[src/hdl/uuidp_pkg.sv]
// Package: shared types, constants and hex decode for the UUID text parser.
`default_nettype none
package uuidp_pkg;

  localparam int unsigned CountW = 6;
  localparam int unsigned NibW = 4;
  localparam int unsigned HalfW = 64;

  localparam logic [CountW-1:0] STD_LEN = CountW'(36);
  localparam logic [CountW-1:0] LEG_LEN = CountW'(35);
  localparam logic [CountW-1:0] COUNT_MAX = CountW'(37);

  localparam logic [CountW-1:0] SEP_A = CountW'(8);
  localparam logic [CountW-1:0] SEP_B = CountW'(13);
  localparam logic [CountW-1:0] SEP_C = CountW'(18);
  localparam logic [CountW-1:0] SEP_D = CountW'(23);

  localparam logic [7:0] CH_0 = 8'h30;
  localparam logic [7:0] CH_9 = 8'h39;
  localparam logic [7:0] CH_LA = 8'h61;
  localparam logic [7:0] CH_LF = 8'h66;
  localparam logic [7:0] CH_UA = 8'h41;
  localparam logic [7:0] CH_UF = 8'h46;

  typedef enum logic [2:0] {
    ST_STD_OK   = 3'd0,
    ST_LEG_OK   = 3'd1,
    ST_EMPTY    = 3'd2,
    ST_BAD_LEN  = 3'd3,
    ST_BAD_DIG  = 3'd4
  } status_t;

  typedef struct packed {
    logic            std_digit;
    logic            leg_digit;
    logic            is_hex;
    logic [NibW-1:0] nib;
  } decode_t;

  function automatic logic [NibW:0] hex_value(input logic [7:0] c);
    logic [7:0] d;
    begin
      d = 8'h00;
      if (c >= CH_0 && c <= CH_9) begin
        d = c - CH_0;
        hex_value = {1'b1, d[NibW-1:0]};
      end else if (c >= CH_LA && c <= CH_LF) begin
        d = c - CH_LA + 8'd10;
        hex_value = {1'b1, d[NibW-1:0]};
      end else if (c >= CH_UA && c <= CH_UF) begin
        d = c - CH_UA + 8'd10;
        hex_value = {1'b1, d[NibW-1:0]};
      end else begin
        hex_value = {1'b0, d[NibW-1:0]};
      end
    end
  endfunction

endpackage
`default_nettype wire

[src/hdl/uuidp_decode.sv]
// Character decode: hex value and digit-position flags for both layouts.
`default_nettype none
module uuidp_decode
  import uuidp_pkg::*;
(
  input  wire logic [7:0]        ch,
  input  wire logic [CountW-1:0] pos,
  output decode_t                dec
);

  logic [NibW:0] hv;
  logic          leg_sep;
  logic          std_sep;

  always_comb begin
    hv = hex_value(ch);
    leg_sep = (pos == SEP_A) || (pos == SEP_B) || (pos == SEP_C);
    std_sep = leg_sep || (pos == SEP_D);
    dec.std_digit = (pos < STD_LEN) && !std_sep;
    dec.leg_digit = (pos < LEG_LEN) && !leg_sep;
    dec.is_hex = hv[NibW];
    dec.nib = hv[NibW-1:0];
  end

endmodule
`default_nettype wire

[src/hdl/uuid_text_parser.sv]
// Top level: UUID text parser with input register, both-layout accumulators, result register.
// Takes one character beat per cycle and gives one result beat when a string ends:
// the 128-bit identifier as id_high/id_low plus a status (standard 36-character
// layout, legacy 35-character layout without the last separator, empty string,
// bad length, bad digit). Each beat passes an input register, then decode and shift
// into both readings; the result for the last beat of a string is then written
// into the output register, once that register is free to take it. A new beat is
// taken every cycle; the input stalls only while a finished result still waits
// in the output register and the registered beat is itself the end of a string.
`default_nettype none
module uuid_text_parser
  import uuidp_pkg::*;
(
  input  wire logic              clk,
  input  wire logic              rst,
  input  wire logic              in_valid,
  output logic                   in_stall,
  input  wire logic [7:0]        ch,
  input  wire logic              end_of_string,
  input  wire logic              no_char,
  output logic                   out_valid,
  input  wire logic              out_stall,
  output logic [HalfW-1:0]       id_high,
  output logic [HalfW-1:0]       id_low,
  output logic [2:0]             status,
  output logic                   accepted
);

  // input register
  logic              s1_valid;
  logic [7:0]        s1_ch;
  logic              s1_last;
  logic              s1_none;

  // parse state
  logic [CountW-1:0]  char_count;
  logic [2*HalfW-1:0] standard_accum;
  logic [2*HalfW-1:0] legacy_accum;
  logic               standard_bad;
  logic               legacy_bad;

  logic [CountW-1:0]  char_count_next;
  logic [2*HalfW-1:0] standard_accum_next;
  logic [2*HalfW-1:0] legacy_accum_next;
  logic               standard_bad_next;
  logic               legacy_bad_next;

  logic               take;
  logic               out_free;
  logic               s1_go;
  decode_t            dec;
  status_t            res_status;
  logic [2*HalfW-1:0] res_id;

  uuidp_decode u_decode (
    .ch  (s1_ch),
    .pos (char_count),
    .dec (dec)
  );

  always_comb begin
    out_free = !out_valid || !out_stall;
    s1_go = s1_valid && (!s1_last || out_free);
    in_stall = s1_valid && !s1_go;
    take = !s1_none && (char_count < COUNT_MAX);

    char_count_next = char_count;
    standard_accum_next = standard_accum;
    legacy_accum_next = legacy_accum;
    standard_bad_next = standard_bad;
    legacy_bad_next = legacy_bad;
    if (take) begin
      char_count_next = char_count + CountW'(1);
      if (dec.std_digit) begin
        if (dec.is_hex) begin
          standard_accum_next = {standard_accum[2*HalfW-NibW-1:0], dec.nib};
        end else begin
          standard_bad_next = 1'b1;
        end
      end
      if (dec.leg_digit) begin
        if (dec.is_hex) begin
          legacy_accum_next = {legacy_accum[2*HalfW-NibW-1:0], dec.nib};
        end else begin
          legacy_bad_next = 1'b1;
        end
      end
    end

    res_id = '0;
    priority if (char_count_next == '0) begin
      res_status = ST_EMPTY;
    end else if (char_count_next == STD_LEN) begin
      if (standard_bad_next) begin
        res_status = ST_BAD_DIG;
      end else begin
        res_status = ST_STD_OK;
        res_id = standard_accum_next;
      end
    end else if (char_count_next == LEG_LEN) begin
      if (legacy_bad_next) begin
        res_status = ST_BAD_DIG;
      end else begin
        res_status = ST_LEG_OK;
        res_id = legacy_accum_next;
      end
    end else begin
      res_status = ST_BAD_LEN;
    end
  end

  always_ff @(posedge clk) begin
    if (rst) begin
      s1_valid <= 1'b0;
    end else if (!in_stall) begin
      s1_valid <= in_valid;
    end
  end

  always_ff @(posedge clk) begin
    if (!in_stall) begin
      s1_ch <= ch;
      s1_last <= end_of_string;
      s1_none <= no_char;
    end
  end

  always_ff @(posedge clk) begin
    if (rst) begin
      char_count <= '0;
      standard_accum <= '0;
      legacy_accum <= '0;
      standard_bad <= 1'b0;
      legacy_bad <= 1'b0;
    end else if (s1_go) begin
      if (s1_last) begin
        char_count <= '0;
        standard_accum <= '0;
        legacy_accum <= '0;
        standard_bad <= 1'b0;
        legacy_bad <= 1'b0;
      end else begin
        char_count <= char_count_next;
        standard_accum <= standard_accum_next;
        legacy_accum <= legacy_accum_next;
        standard_bad <= standard_bad_next;
        legacy_bad <= legacy_bad_next;
      end
    end
  end

  always_ff @(posedge clk) begin
    if (rst) begin
      out_valid <= 1'b0;
    end else if (s1_go && s1_last) begin
      out_valid <= 1'b1;
    end else if (!out_stall) begin
      out_valid <= 1'b0;
    end
  end

  always_ff @(posedge clk) begin
    if (s1_go && s1_last) begin
      id_high <= res_id[2*HalfW-1:HalfW];
      id_low <= res_id[HalfW-1:0];
      status <= res_status;
      accepted <= (res_status == ST_STD_OK) || (res_status == ST_LEG_OK) ||
                  (res_status == ST_EMPTY);
    end
  end

endmodule
`default_nettype wire

[config.mk]
export PLATFORM = sky130hd
export DESIGN_NAME = uuid_text_parser
export DESIGN_NICKNAME = d
export VERILOG_FILES = /design/src/hdl/uuidp_pkg.sv /design/src/hdl/uuidp_decode.sv /design/src/hdl/uuid_text_parser.sv
export SDC_FILE = /design/constraint.sdc
export NUM_CORES = 1
export LEC_CHECK = 0
export BUFFER_PORTS_ARGS = -buffer_cell sky130_fd_sc_hd__buf_2
export CORE_UTILIZATION = 48
export CTS_CLUSTER_DIAMETER = 120
export DETAILED_ROUTE_END_ITERATION = 10
export PLACE_DENSITY = 0.67
export SLEW_MARGIN = 10
export SYNTH_ARGS = -nofsm -noshare
export SYNTH_HDL_FRONTEND = slang
export SYNTH_SLANG_ARGS = --single-unit
export TNS_END_PERCENT = 5
[constraint.sdc]
create_clock -name clk -period 6.1 [get_ports clk]
set_clock_uncertainty 0.05 [all_clocks]
set_input_delay 0.305 -clock clk [delete_from_list [all_inputs] [get_ports clk]]
set_output_delay 0.305 -clock clk [all_outputs]
set_load 0.005 [all_outputs]
### Word-level counts from Yosys, hierarchy flattened

Cells that the tools add are included.

* flip-flop bits (word level): 408
* input port bits: 14
* word-level logic and storage cells: 95

* add/sub/neg operators: 6
* order comparisons: 9
* equal/unequal tests: 9
* muxes and demuxes: 32
* reductions and logical operators: 25

Operators by type and width (number)
* $mux 128: 12
* $lt 6x6->1 const B: 3
* $ge 8x7->1 const B: 2
* $le 8x7->1 const B: 2
* $mux 3: 5
* $mux 5: 3
* $eq 6x4->1 const B: 2
* $eq 6x5->1 const B: 2
* $eq 6x6->1 const B: 2
* $mux 6: 2
* $sub 4x1->4 const B: 3
* $mux 1: 10
* $logic_and 1x1->1: 9
* $add 4x4->4 const B: 2
* $ge 8x6->1 const B: 1
* $le 8x6->1 const B: 1
* $logic_not 1->1: 7
* $logic_or 1x1->1: 7
* $add 6x1->6 const B: 1
* $logic_not 6->1: 1
* $eq 3x1->1 const B: 1
* $eq 3x2->1 const B: 1
* $logic_not 3->1: 1
* $ne 2x1->1 const B: 1

### Longest topological paths before layout

Gate-level depths: netlist of run 1.

* word-level depth: 15
* gate-level depth with buffers: 11
* depth with buffers taken out: 8

### Cells and area by module

From an unflattened synthesis of run 1, not the netlist that was laid out.

* cell total of the unflattened synthesis: 1301
* area total of the unflattened synthesis: 17359.1 sq um

By module, submodules not included
* uuid_text_parser: times used 1, cells an instance 1265, area an instance 17076.4 sq um
* uuidp_decode: times used 1, cells an instance 36, area an instance 282.8 sq um

### Least setup slack after synthesis of run 1

Ideal clock, no wire load.

* kind: reg2reg
* from: reg s1_last
* to: reg char_count[5]
* setup time: 119 ps
* arrival time: 4239 ps
* required time: 5931 ps
* setup slack: 1692 ps
* cell stages (with the launch flop): 5
* period minus slack after synthesis: 4408 ps
* path through: edfxtp_1 -> nand3_1 -> and3_1 -> or2_2 -> nor2_1

* longest elaborated chain between the ends: 3
* elaborated cells between the ends (all ways): 4
* those cells by class: 1 x mux; 3 x reduce/logical

RTL lines
* from (decl): line uuid_text_parser.sv:32 `logic s1_last;`
* from (signal assigned): line uuid_text_parser.sv:123 `s1_last <= end_of_string;`
* $logic_not 1->1: line uuid_text_parser.sv:63 `s1_go = s1_valid && (!s1_last || out_free);`
* $logic_or 1x1->1: line uuid_text_parser.sv:63
* $logic_and 1x1->1: line uuid_text_parser.sv:63
* to (signal assigned): line uuid_text_parser.sv:143 `char_count <= char_count_next;`
* to (decl): line uuid_text_parser.sv:36 `logic [CountW-1:0] char_count;`

Parallel ways exist; a longest one is shown, timed or not.
A chain may end at the register's enable or synchronous reset.

### Final worst setup path of run 1

* from: reg char_count[0]
* to: reg id_high[34], data pin

* longest elaborated chain between the ends: 10
* elaborated cells between the ends (all ways): 32
* those cells by class: 1 x add/sub; 3 x order compare; 6 x eq/ne; 13 x mux; 9 x reduce/logical

RTL lines
* branches (longest 10 deep; another with $lt 6x6->1)
* to (signal assigned): line uuid_text_parser.sv:164 `id_high <= res_id[2*HalfW-1:HalfW];`
* to (decl): line uuid_text_parser.sv:23 `output logic [HalfW-1:0] id_high,`

Several ways; the timed one is not identified.

==> results of run 1 <==
-- final cells by class --
cell class | count | area [µm²] | area share, %
tap | 448 | 561 | 2.92
timing repair buffer | 171 | 1010 | 5.26
multi-input combinational | 900 | 6600 | 34.4
clock inverter | 22 | 218 | 1.13
clock buffer | 56 | 1170 | 6.12
inverter | 9 | 33.8 | 0.176
sequential | 408 | 9590 | 50.0
-- metrics by stage --
| stage | instances | hold slack, ns | worst slack [ns] | util (%) | cell area [µm²] |
|---|---|---|---|---|---|
| after floorplan | 1434 | 0.354 | 1.69 | - | 16700 |
| after global placement | 1924 | 0.384 | 2.26 | 52.2 | 17700 |
| after detailed placement | 1924 | 0.392 | 2.24 | 52.2 | 17700 |
| after CTS | 2014 | 0.0822 | 2.21 | 56.6 | 19200 |
| after global routing | 2014 | 0.113 | 2.02 | 56.6 | 19200 |
| final | 2014 | 0.0911 | 2.15 | 56.6 | 19200 |
-- registers in the layout, summed over array words and instances (netlist names), 3 cells and up --
name,cells
char_count,6
standard_accum,128
legacy_accum,128
status,3
id_high,64
s1_ch,8
id_low,64
-- final timing paths --
check                                        from           endpoint  slack [ns]  depth (start not counted)
worst min register to register  legacy_accum[126]  legacy_accum[126]        0.40                          2
worst min-delay path                          rst          out_valid        0.09                          2
worst max register to register      char_count[0]        id_high[34]        2.15                          9
worst max-delay path                char_count[0]        id_high[34]        2.15                          9
-- power groups by stage --
stage          Clock, W  Sequential (W)  Combinational, W
2_1_floorplan         0         0.00289          0.000108
3_5_place_dp          0         0.00289          0.000155
6_report        0.00259         0.00283          0.000161
4_1_cts         0.00263         0.00283          0.000161
3_3_place_gp          0         0.00289          0.000154
5_1_grt         0.00275         0.00283          0.000171
-- kinds of logic (layout without fill, tap and decap cells) --
family | Yosys count | after routing | share of synthesized area [%]
compound gates | 442 | 442 | 18.3
xor+xnor | 3 | 3 | 0.158
fa+ha+maj | 7 | 7 | 0.525
buf+inv | 126 | 258 | 3.29
flops | 408 | 408 | 57.5
mux | 251 | 251 | 15.1
simple gates | 197 | 197 | 5.16
-- cell usage after synthesis, drive strengths merged, types with 3 or more instances --
cell	instances
a21oi	16
a22o	130
a22oi	3
a31oi	6
and3	4
buf	58
clkbuf	59
dfxtp	266
edfxtp	142
ha	7
inv	9
mux2i	251
nand2	133
nand2b	7
nand3	6
nor2	24
nor2b	4
nor3	4
o21a	3
o21ai	134
o22ai	126
-- per-layer routing --
layer	wire (µm)	vias up	global-route usage, %
li1	-	5640	-
met4	608	0	5.43
met1	17600	5761	28.7
met5	0	-	0
met2	18700	316	36.8
met3	1940	52	3.22
==> out/qor.yml, run 1 <==
run_status:
  status: "finished, final reports clean"
clocking:
  post_cts_buffers: 0
  holdBufCountCts: 12
  h-tree-depth: 2
  clock-sinks: 408
  numCtsBuffers: 43
  cts-root-buf: "clkbuf_16"
  cts.repair.resized: 0
  clockBufferDepth: 3
  clk_latency_ns: 0.53
  path_clk_slew_ns: 0.06
  cts_tree: "done"
sta:
  post-route-min-period_ns: 3.95
  period_share_pct: 64.8
  finalSetupViolations: 0
  relSlewSlack_pct: 26.6
  hold_viol: 0
  setup_tns_ns: 0
  max_clock_freq_ghz: 0.253
  finalMaxSlewViolations: 0
  rsz0062_at_grt: "no"
  tightestPinTransition_ns: 1.10
synthesis:
  syn_inst: 1434
  syn_avg_cell_area_um2: 11.6
  synth_ff_type: "dfxtp_1"
  yosysTopAreaCell: "dfxtp_1"
  synth-warning-count: 0
  yosysTopAreaCellShare_pct: 31.9
  synth_area_leaders: "dfxtp_1 32%, edfxtp_1 26%, mux2i_1 15%"
  ys_seq_area_share_pct: 57.5
  synthArstFlopShare_pct: 0
  yosys_register_bits: 408
  synth_fp_nets: 1455
  synth_edf_count: 142
  synth_cell_types: 60
  syn-cell-area_um2: 16700
die:
  pin_count: 148
  start_util_pct: 49.2
  row_count: 67
  core_um2: 33900
  die_h_um: 188
  die_area_um2: 35500
  die_x_um: 188
layout:
  final_cell_mix: "266 x dfxtp_1, 251 x mux2i_1, 147 x buf_2"
  diodes: 0
  final_layout_size_suffix_gt1_share_pct: 15.9
  finalNetCount: 1554
  n_fill_cell: 2888
  layout_commonest_cell: "dfxtp_1"
  area_growth_pct: 15.1
global_route:
  grt_overflow_total: 0
  grt_pass1_wl_mm: 62.3
  grt_start_max_net_pins: 128
  first_global_vias: 11700
  gr-usage-all-layers_pct: 21.6
  antenna_found_initial: 0
power_and_ir_drop:
  vdd_drop_max_uv: 182
  p_per_area_nw_per_um2: 291
  leakagePower_nw: 8.50
  p_total_w: 0.00558
  comb_power_share_pct: 2.9
  pwr-share-clk_pct: 46.4
  power.switching_w: 0.00118
  switching_share_pct: 21.2
  p_int_w: 0.00439
  seqPwrFrac_pct: 50.7
detailed_routing:
  vias_per_cell: 5.84
  drt_iter0_drc: 760
  drc: 0
  detail_route.first_pass.iterations: 5
  drtAntennaViolNets: 0
  wire_per_inst_um: 19.3
  vias: 11800
  drt_wl_total_mm: 38.9
critical_path:
  crit_buf_inv: 2
  worstPathCellList: "inv_1, ha_1, nor3b_1, o32a_1, nor4_2, o21ai_4, buf_12, mux2i_1, o22ai_1"
  cp-end-kind: "flop"
  critPathKind: "flop to flop"
  cp_max_fo: 103
  required_ns: 6.28
  cp.arrival_ns: 4.13
  crit_path_max_incr_delay_ns: 0.75
  crit_path_top_delay_cell: "nor4_2"
  cp_top_family: "compound AO/OA/AOI/OAI gates"
  start_kind: "flop"
hold_path:
  min_path_type: "input port to flop"
flow_run:
  max_cap_violations: 0
place:
  hpwl_mm: 21.2
  place.gp.congestion: 0.804
  port_buffers: 147
Note: power is estimated with default switching activity, not from simulation.
==> run 2, diff against run 1 <==
--- a/config.mk
+++ b/config.mk
@@ -5,11 +5,12 @@
 export SDC_FILE = /design/constraint.sdc
 export NUM_CORES = 1
 export LEC_CHECK = 0
+export ABC_AREA = 1
 export BUFFER_PORTS_ARGS = -buffer_cell sky130_fd_sc_hd__buf_2
 export CORE_UTILIZATION = 48
 export CTS_CLUSTER_DIAMETER = 120
 export DETAILED_ROUTE_END_ITERATION = 10
-export PLACE_DENSITY = 0.67
+export PLACE_DENSITY = 0.68
 export SLEW_MARGIN = 10
 export SYNTH_ARGS = -nofsm -noshare
 export SYNTH_HDL_FRONTEND = slang
==> constraint.sdc (replaced) <==
create_clock -name clk -period 3.3 [get_ports clk]
set_clock_uncertainty 0.05 [all_clocks]
set_input_delay 0.165 -clock clk [delete_from_list [all_inputs] [get_ports clk]]
set_output_delay 0.165 -clock clk [all_outputs]
set_load 0.005 [all_outputs]
==> run 2 against run 1 <==
Compared with the run above: flip-flop and latch count unchanged; critical endpoint is now id_high[35]; the flow now finishes with violations (design-rule violations); register-to-register slack got worse by 1.7 ns; setup slack got worse by 1.7 ns; cell count increased by 65%; count of clock-buffer cells in the layout increased by 15.
==> out/qor.yml, run 2 <==
synthesis:
  synth_edf_count: 142  # unchanged
  synth_area_leaders: "dfxtp_1 27%, edfxtp_1 21%, nand2_1 18%"
  synth-warning-count: 0  # unchanged
  synth_ff_type: "dfxtp_1"
  yosysTopAreaCellShare_pct: 26.6  # -5.3 points
  yosysTopAreaCell: "dfxtp_1"
  ys_top_cells_by_count: "966 x nand2_1, 527 x nand3_1, 266 x dfxtp_1, 265 x a21oi_1, 161 x inv_1"
  yosys_register_bits: 408  # unchanged
  synth_fp_nets: 2766  # +90%
  ys_seq_area_share_pct: 47.9  # -9.6 points
  synthArstFlopShare_pct: 0  # unchanged
  syn_avg_cell_area_um2: 7.29  # -37%
  synth_cell_types: 27  # -55%
  syn_inst: 2745  # +91%
  syn-cell-area_um2: 20000  # +20%
  yosysMostFrequentCell: "nand2_1"
clocking:
  post_cts_buffers: 0  # unchanged
  clk_latency_ns: 0.58  # +0.05 ns
  cts.repair.resized: 0  # unchanged
  numCtsBuffers: 46  # +7.0%
  cts_tree: "done"
  path_clk_slew_ns: 0.06  # about the same
  clockBufferDepth: 3  # unchanged
  holdBufCountCts: 12  # unchanged
  clock-sinks: 408  # unchanged
  h-tree-depth: 2  # unchanged
  cts-root-buf: "clkbuf_16"
detailed_routing:
  drt_wl_total_mm: 57.2  # +47%
  drt_iter0_drc: 1915  # +150%
  vias_per_cell: 5.72  # -2.1%
  drc: 12  # +12
  vias: 19000  # +62%
  detail_route.first_pass.iterations: 9  # +4
  wire_per_inst_um: 17.2  # -11%
  drtAntennaViolNets: 0  # unchanged
layout:
  layout_commonest_cell: "nand2_1"
  final_cell_mix: "964 x nand2_1, 527 x nand3_1, 266 x dfxtp_1"
  area_growth_pct: 12.6
  final_area_um2: 22500  # +18%
  final_layout_size_suffix_gt1_share_pct: 9.54  # -6.4 points
  finalNetCount: 2783  # +79%
  diodes: 0  # unchanged
  largestRegisters: "legacy_accum (128), standard_accum (128)"
  instances_no_fill: 3330  # +65%
  n_fill_cell: 3870  # +34%
critical_path:
  r2r_end: "id_high[35]"
  rrSetupSlack_ns: 0.40  # -1.75 ns
  critPathKind: "flop to flop"
  ff2ff_path_depth: 17  # +8
  rr_startpoint: "char_count[0]"
  crit_start: "char_count[0]"
  path_depth: 17  # +8
  worstPathCellList: "inv_1, ha_1, inv_1, nand2_1, nand2_2, nand2_4, nand2_4, nand2_1, nand2_1, nand2_1, inv_2, nand2_1, nor2_4, buf_12, buf_12, nand4_1, nand2_1"
  cp-end-kind: "flop"
  crit_buf_inv: 5  # +3
  start_kind: "flop"
  cp_top_family: "simple AND/OR/NAND/NOR gates"
  crit_path_end: "id_high[35]"
  cp_max_fo: 55  # -47%
  cp.arrival_ns: 3.29  # -0.84 ns
  required_ns: 3.70  # -2.58 ns
  cp_common_cell: "nand2_1"
  crit_path_top_delay_cell: "dfxtp_1"
  crit_path_max_incr_delay_ns: 0.48  # -0.27 ns
sta:
  finalMaxSlewViolations: 0  # unchanged
  period_share_pct: 87.8  # +23 points
  relSlewSlack_pct: 35.2  # +8.6 points
  tightestPinTransition_ns: 0.973  # -0.128 ns
  rsz0062_at_grt: "no"
  post-route-min-period_ns: 2.90  # -1.05 ns
  setup_tns_ns: 0  # unchanged
  max_clock_freq_ghz: 0.345  # +36%
  hold_viol: 0  # unchanged
  finalSetupViolations: 0  # unchanged
die:
  start_util_pct: 48.8  # -0.41 points
  die_x_um: 206  # +9.5%
  core_um2: 41000  # +21%
  die_h_um: 206  # +9.5%
  pin_count: 148  # unchanged
  row_count: 74  # +10%
  die_area_um2: 42500  # +20%
global_route:
  grt_pass1_wl_mm: 93.0  # +49%
  gr-usage-all-layers_pct: 26.9  # +5.3 points
  grt_start_max_net_pins: 178  # +39%
  grt_overflow_total: 0  # unchanged
  antenna_found_initial: 0  # unchanged
  first_global_vias: 18100  # +55%
power_and_ir_drop:
  p_per_area_nw_per_um2: 485  # +67%
  leakagePower_nw: 8.91  # +4.9%
  vdd_drop_max_uv: 359  # +97%
flow_run:
  max_cap_violations: 0  # unchanged
place:
  port_buffers: 147  # unchanged
  placed_area_um2: 21000  # +19%
  dpl.cell_count: 3234  # +68%
  place.gp.congestion: 0.797  # -0.90%
  hpwl_mm: 31.3  # +48%
run_status:
  violations: "design-rule violations"
  status: "complete, but fails checks"
hold_path:
  min_path_type: "input port to flop"
## run 2: cell count changes after synthesis, moves of 13 or more
cell,change
a22o_1,-130
mux2i_1,-251
nand4_1,+130
buf_2,+47
clkbuf_1,+42
nand2_1,+833
o21ai_1,-122
inv_1,+154
nand3_1,+521
o22ai_1,-125
buf_4,+13
a21oi_1,+251
## run 2: per-stage QoR
stage	hold slack [ns]	worst slack, ns	utilization, %	power (W)
global route	0.208	0.143	55.0	0.0113
global placement	0.296	0.550	51.2	0.00615
CTS	0.159	0.418	55.0	0.0110
detailed placement	0.293	0.453	51.2	0.00616
finish	0.156	0.402	55.0	0.0109
floorplan	0.214	0.00526	-	0.00588
## run 2: layout make-up
class                           instances  area, µm²  area share (%)
Multi-Input combinational cell       1947       8850            39.3
Timing Repair Buffer                  196       1420            6.29
Inverter                              163        616            2.73
Clock buffer                           71       1340            5.93
Clock inverter                         13       70.1           0.311
Tap cell                              532        666            2.95
Sequential cell                       408       9590            42.5
## run 2: cells by family after synthesis
family	synth area share (%)
adder cells (fa/ha/maj)	0.437
buffers and inverters	8.26
XOR/XNOR	0.0438
flip-flops	47.9
AND/OR/NAND/NOR	36.4
AO/OA/AOI/OAI	6.91
## run 2: routing by layer
layer,track usage (%),vias up,wire [µm]
met3,3.34,99,3660
met1,34.9,9005,23800
met5,0,-,0
met2,45.5,737,28100
met4,10.7,0,1650
li1,-,9200,-
## run 2: worst min-delay path by stage
stage	slack, ns	end	depth (start not counted)	from
4_1_cts	0.16	standard_accum[96]	2	rst
6_report	0.16	standard_accum[84]	2	rst
3_3_place_gp	0.30	s1_ch[3]	1	ch[3]
2_1_floorplan	0.21	s1_ch[0]	0	ch[0]
5_1_grt	0.21	legacy_accum[78]	2	rst
3_5_place_dp	0.29	s1_ch[5]	1	ch[5]
## run 2: report_power, final
part	switching (W)	internal (W)	total, W
logic	0.000583	0.000176	0.000759
clock network	0.00209	0.00278	0.00487
registers	0.0000431	0.00526	0.00531
